[config.mk]
export PLATFORM = sky130hd
export DESIGN_NAME = bfha_ram
export DESIGN_NICKNAME = d
export VERILOG_FILES = /design/src/best_fit_heap_allocator_top_assert.svh /design/src/bfha_ram.sv
export SDC_FILE = /design/constraint.sdc
export NUM_CORES = 1
export LEC_CHECK = 0
export BUFFER_PORTS_ARGS = -buffer_cell sky130_fd_sc_hd__buf_2
export CORE_MARGIN = 2
export CORE_UTILIZATION = 40
export CTS_CLUSTER_SIZE = 12
export DETAILED_ROUTE_END_ITERATION = 7
export HOLD_SLACK_MARGIN = 0.1
export PLACE_DENSITY_LB_ADDON = 0.2
export REMOVE_ABC_BUFFERS = 1
export SETUP_SLACK_MARGIN = 0.4
export SKIP_LAST_GASP = 1
export SYNTH_ARGS = -nofsm -noshare
export SYNTH_HDL_FRONTEND = slang
export SYNTH_SLANG_ARGS = --single-unit
[constraint.sdc]
create_clock -name clk -period 5.7 [get_ports clk]
set_clock_uncertainty 0.2 [all_clocks]
set_input_delay 0.57 -clock clk [delete_from_list [all_inputs] [get_ports clk]]
set_output_delay 0.57 -clock clk [all_outputs]
set_load 0.01 [all_outputs]
[src/best_fit_heap_allocator_top_assert.svh]
// Assertion macros for the best-fit heap allocator.
// Included by the top level; needs clk and rst in scope.
`ifndef BEST_FIT_HEAP_ALLOCATOR_TOP_ASSERT_SVH
`define BEST_FIT_HEAP_ALLOCATOR_TOP_ASSERT_SVH

// Check an implication on every clock edge outside reset.
`define BFHA_ASSERT(label, prop, msg) \
  label: assert property (@(posedge clk) disable iff (rst) (prop)) else $error(msg);

// Check that a condition holds in the cycle after a trigger.
`define BFHA_ASSERT_NEXT(label, trig, cond, msg) \
  label: assert property (@(posedge clk) disable iff (rst) (trig) |=> (cond)) else $error(msg);

`endif

[src/bfha_ram.sv]
// Generic single-port-write, single-read RAM with registered read data.
// No dependencies.
module bfha_ram #(
  parameter int WIDTH = 8,
  parameter int DEPTH = 16
) (
  input  logic                     clk,
  input  logic                     we,
  input  logic [$clog2(DEPTH)-1:0] waddr,
  input  logic [WIDTH-1:0]         wdata,
  input  logic [$clog2(DEPTH)-1:0] raddr,
  output logic [WIDTH-1:0]         rdata
);
  logic [WIDTH-1:0] mem [DEPTH];

  // Write and read, read data registered
  always_ff @(posedge clk) begin
    if (we) begin
      mem[waddr] <= wdata;
    end
    rdata <= mem[raddr];
  end
endmodule

---- After elaboration in Yosys (flattened, before gate mapping) ----
Memory sizes are Yosys's and may differ from the RTL's. A register that Yosys moved wholly into a read port is not among the register bits.
Cells that the tools add are included.
storage, ports and cells
  memories ................................ 1
  RAM bits ................................ 128
  output and inout bits ................... 8
  register bits after elaboration ......... 0
  bits of input ports ..................... 18
  logic and storage cells ................. 3
memory list
  name  depth  bits a word  rd ports  clocked after Yosys merged registers in  write ports  RTL line        text
  mem   16     8            1         1                                        1            bfha_ram.sv:14  logic [WIDTH-1:0] mem [DEPTH];
operators by class
  mux-type cells .......................... 2
operator list
  kind     number
  $mux W1  2

---- Longest topological paths before layout ----
Gate-level depths: netlist of the first run.
  word-level depth ........................ 2
  depth in mapped cells ................... 5
  gate-level depth less buffers ........... 3

---- Least setup slack after synthesis of the first run ----
OpenSTA, ideal clock, no wires.
  path kind ............................... input -> register
  start ................................... in waddr[2]
  end ..................................... mem mem[0][0], enable pin
  stages .................................. 2
  slack ................................... 3,437 ps
  buffers on the path ..................... 0
  library setup time ...................... 383 ps
  arrival ................................. 1,680 ps
  data required time ...................... 5,117 ps
  cell sequence ........................... or3b_2 nor3_1
RTL lines
  what                RTL line        text
  start: declaration  bfha_ram.sv:9   input logic [$clog2(DEPTH)-1:0] waddr,
  end: declaration    bfha_ram.sv:14
Straight into the memory's write port.

==> out/metrics.cfg, run 1 <==
[synth]
netlist_instances=229
synth-main-ff-cell=edfxtp_1
synth-seq-cells=136
ys_seq_area_share_pct=77.8
synth_area_leaders=edfxtp_1 75%, mux4_2 7.9%, mux4_1 7.1%
synth_top_area_share_pct=74.7
ys_types=19
ys_warn_count=0
avgSynthCellArea_um2=22.5
async_reset_ff_share_pct=0
synth-edff-count=128
netlist_area_um2=5150
synth_area_leader_cell=edfxtp_1

[outcome]
status=finished clean

[die]
die_h_um=117
ios=26
num_rows=41
coreArea_um2=12600
die_w_um=117
initial_core_util_pct=41.0
die-area_um2=13800

[sta]
rsz0062_at_grt=false
fmax_ghz=0.419
hold_ws_ps=356
min_period_ps=2390
fin_ws_ps=3310
setup_viol=0
tightest_slew_ps=1120
relSlewSlack_pct=25.4
slew_violations=0
finalHoldViolCount=0
min_period_over_period_pct=41.9
final.setup.tns_ps=0

[global_routing]
grt-ovfl-total=0
grt_max_degree=33
grt_pass1_vias=2452
grt.total_usage_pct=16.2
grt_pass1_wl_um=15900
grt_antenna_before_repair=0

[layout]
diodes=0
sequential_cell_area_um2=4000
n_fill_cell=1058
syn2layout_area_growth_pct=15.9
num-nets-final=284
multi_input_area_um2=1060
drive_above_1_share_pct=26.5

[power]
ir_drop_mv=0.198
cellPowerDensity_nw_per_um2=369
p_leak_nw=1.98

[setup_path]
cp.arrival_ps=2470
slowest_delay_ps=810
critPathCaptureType=register
crit_required_ps=5780
critical_path_class=input pin to register
critPathSlowestCell=buf_2
crit_chain=buf_2, mux4_1, a22oi_1, nand2_1
cp-start-kind=input pin
cp_max_fo=32

[detailed_routing]
avgViaCountPerCell=5.21
first_iter_violations=172
dr.pass1.iters=4
drtAntennaViolNets=0
drc_errors=0
vias=2349
wl_per_cell_um=22.9
wl_um=10300

[clocking]
cts_resized=0
clk_path_buf_depth=2
cts_made_buffers=17
holdBufCountCts=0
clock-sinks=136
cts_setup_buffers=0
clk_pin_slew_ps=50
cts_tree=done
h-tree-depth=4
worstSkewPairLatency_ps=400
cts_root_buf=clkbuf_16

[job]
cap_violations=0

[placed_design]
io_buffers=25
dp_hpwl_um=6310
post-place-ws_ps=2740
gp_congestion=0.708

[hold_path]
hp-class=input pin to register

==> worst max-delay path, delay by kind of cell <==
family | cells | cell delay, ps
AND/OR/NAND/NOR | 1 | 110
AO/OA/AOI/OAI | 1 | 300
multiplexers | 1 | 670
buffers and inverters | 1 | 810
==> cell usage in the layout (no fill, tap or decap), drive strengths merged, types with 2 or more instances in the layout <==
cell,count
a22oi,16
buf,28
clkbuf,28
clkinv,4
dfxtp,8
edfxtp,128
mux4,32
nand2,9
nand2b,2
nand3b,2
nor2,13
nor3,4
==> layer usage <==
layer  track usage (%)  wire (µm)
met2              24.2       4940
met1              23.3       4840
met5                 0          0
met4              4.74         73
met3              4.67        470
==> registers in the layout, summed over array words and instances (netlist names) <==
register and flops:
rdata 8, mem 128
==> power by group <==
| part | leakage (nW) | total, W | internal (W) | switching, W |
|---|---|---|---|---|
| combinational | 0.487 | 0.000101 | 0.0000402 | 0.0000610 |
| sequential | 1.22 | 0.00113 | 0.00112 | 0.00000748 |
| clock | 0.268 | 0.000975 | 0.000611 | 0.000364 |
| total | 1.98 | 0.00220 | 0.00177 | 0.000432 |
==> final cells by class <==
type                       instances  share of cell area [%]
timing repair buffer              28                    2.47
tap                              172                    3.61
clock buffer                      28                    8.66
clock inverter                     4                   0.336
sequential                       136                    67.1
multi-input combinational         83                    17.8
==> through the flow <==
step                cells  power [W]  utilization [%]  cell area [µm²]
floorplan             219    0.00119                -             5060
global placement      419    0.00125             43.2             5420
detailed placement    419    0.00125             43.2             5420
CTS                   451    0.00222             47.4             5960
global route          451    0.00228             47.5             5970
finish                451    0.00220             47.5             5970
==> kinds of logic after synthesis <==
logic type             after synthesis  share of synthesized area, %
AO/OA/AOI/OAI                       16                          2.33
buffers and inverters               10                          1.68
flip-flops                         136                          77.8
multiplexers                        32                          15.0
AND/OR/NAND/NOR                     35                          3.18
==> path summary, 6_finish.rpt <==
path	to	cells past startpoint	start	slack, ps
worst min-delay path	mem[5][6]$_DFFE_PP_	1	wdata[6]	360
worst min register to register	rdata[2]$_DFF_P_	3	mem[5][2]$_DFFE_PP_	480
worst max-delay path	rdata[3]$_DFF_P_	4	raddr[0]	3310
worst max register to register	rdata[1]$_DFF_P_	3	mem[1][1]$_DFFE_PP_	4120
==> cell usage after synthesis, types with 2 or more instances <==
master and instances:
nor3_1 4, mux4_1 14, dfxtp_1 8, mux4_2 18
clkdlybuf4s25_2 3, nand2b_1 2, nand2_1 9, nor2_1 13
buf_2 3, buf_6 3, edfxtp_1 128, a22oi_1 16
nand3b_1 2
Power figures use the tool's default switching activity.
==> run 2, diff against run 1 <==
clock period = 2.15 ns   (was 5.7 ns; I/O delays follow)
==> run 2 against run 1 <==
First-iteration DRC count is 9.9% higher. Sequential cell count stayed put. Via count is 5.2% higher. Design area is 6.3% higher. Sequential share of layout area is 4.0 points lower. Combinational power grew to 3.0 times the previous value. Wire length is 0.12% higher. Final cell count is 6.9% higher. Global-route usage hardly changed. Largest cell class unchanged.
==> out/metrics.cfg, run 2 (synthesis results as in run 1) <==
[placed_design]
dp_hpwl_um=6600
gp_congestion=0.772
dp_cells=437
io_buffers=25

[clocking]
worstSkewPairLatency_ps=410
cts_setup_buffers=0
clk_pin_slew_ps=50
cts_made_buffers=17
h-tree-depth=4
clk_path_buf_depth=2
clock-sinks=136
cts_root_buf=clkbuf_16
cts_resized=0
cts_tree=done

[layout]
regMostFlops=mem
drive_above_1_share_pct=30.0
largest_reg_flops=128
syn2layout_area_growth_pct=23.2
mostFrequentLayoutCells=128 x edfxtp_1, 25 x buf_2, 19 x buf_4
top_regs=mem (128), rdata (8)
finalNonFillerCells=482
num-nets-final=315
fin_util_pct=50.5
final_common_cell=edfxtp_1
diodes=0

[sta]
relSlewSlack_pct=72.1
min_period_ps=1670
setup_viol=0
final.setup.tns_ps=0
finalHoldViolCount=0
tightest_slew_ps=419
slew_violations=0
rsz0062_at_grt=false
fmax_ghz=0.597
min_period_over_period_pct=77.9

[outcome]
status=finished clean

[die]
die_h_um=117
coreArea_um2=12600
die-area_um2=13800
num_rows=41
initial_core_util_pct=41.0
die_w_um=117
ios=26

[power]
cellPowerDensity_nw_per_um2=1000
ir_drop_mv=0.486
p_leak_nw=2.19

[detailed_routing]
dr.pass1.iters=5
wl_per_cell_um=21.4
avgViaCountPerCell=5.13
drc_errors=0
first_iter_violations=189
wl_um=10300
vias=2472
drtAntennaViolNets=0

[setup_path]
cp-startpoint=waddr[2]
cp-start-kind=input pin
cp.arrival_ps=1600
critical_path_class=input pin to register
crit_required_ps=2070
critPathCaptureType=register
rr_startpoint=mem[5][1]$_DFFE_PP_
cp_max_fo=4

[global_routing]
grt_max_degree=33
grt_pass1_wl_um=15900
grt.total_usage_pct=16.2
grt_pass1_vias=2664
grt-ovfl-total=0
grt_antenna_before_repair=0

[hold_path]
min_from=waddr[2]
hp-class=input pin to register

[job]
cap_violations=0

==> run 2: changes by cell type in the layout (fill, tap and decap cells not counted) <==
cell	delta
bufinv_16	+5
clkinv_2	+1
buf_12	+2
dlygate4sd3_1	+13
clkbuf_8	-4
nor3_1	+1
clkbuf_1	-2
nor3_2	-1
buf_4	+16
==> run 2: through the flow <==
step	hold WS [ps]	total power, W	setup WS (ps)	cell area (µm²)
floorplan	114	0.00316	242	5060
global placement	411	0.00332	191	5580
detailed placement	413	0.00333	211	5580
CTS	88.9	0.00640	516	6340
global route	112	0.00655	458	6340
finish	108	0.00635	476	6340
==> run 2: cell type report <==
| class | count | area, µm² |
|---|---|---|
| repair buffers | 59 | 438 |
| well taps | 172 | 215 |
| clock inverters | 10 | 175 |
| fillers | 1039 | 6220 |
| flip-flops and latches | 136 | 4000 |
| clock buffers | 22 | 454 |
| multi-input cells | 83 | 1060 |
==> run 2: critical path: stages <==
cell and delay (ps):
buf_2 110, or3b_2 510, nor2_1 170, dlygate4sd3_1 580
==> run 2: per-layer routing <==
| layer | part of all wire (%) | global-route usage, % |
|---|---|---|
| met5 | 0 | 0 |
| met4 | 1.0 | 6.10 |
| met3 | 4.1 | 3.99 |
| met2 | 50 | 25.6 |
| met1 | 45 | 21.9 |
==> run 2: worst paths after layout <==
kind | to | slack [ps] | cells past startpoint
worst max register to register | rdata[1]$_DFF_P_ | 540 | 3
worst max-delay path | mem[2][3]$_DFFE_PP_ | 480 | 4
worst min-delay path | mem[0][3]$_DFFE_PP_ | 110 | 3
worst min register to register | rdata[6]$_DFF_P_ | 500 | 3
==> run 2: power by group <==
part | leakage [nW] | switching, W | internal (W) | total [W]
clock network | 0.312 | 0.000986 | 0.00208 | 0.00306
registers | 1.22 | 0.0000178 | 0.00297 | 0.00298
logic | 0.653 | 0.000167 | 0.000134 | 0.000301
total | 2.19 | 0.00117 | 0.00518 | 0.00635
==> run 2: what timing repair did <==
| action | in CTS | in global routing |
|---|---|---|
| hold endpoints to repair | 132 | 0 |
| endpoints found under the setup margin | 0 | 0 |
| hold buffers | 13 | 0 |
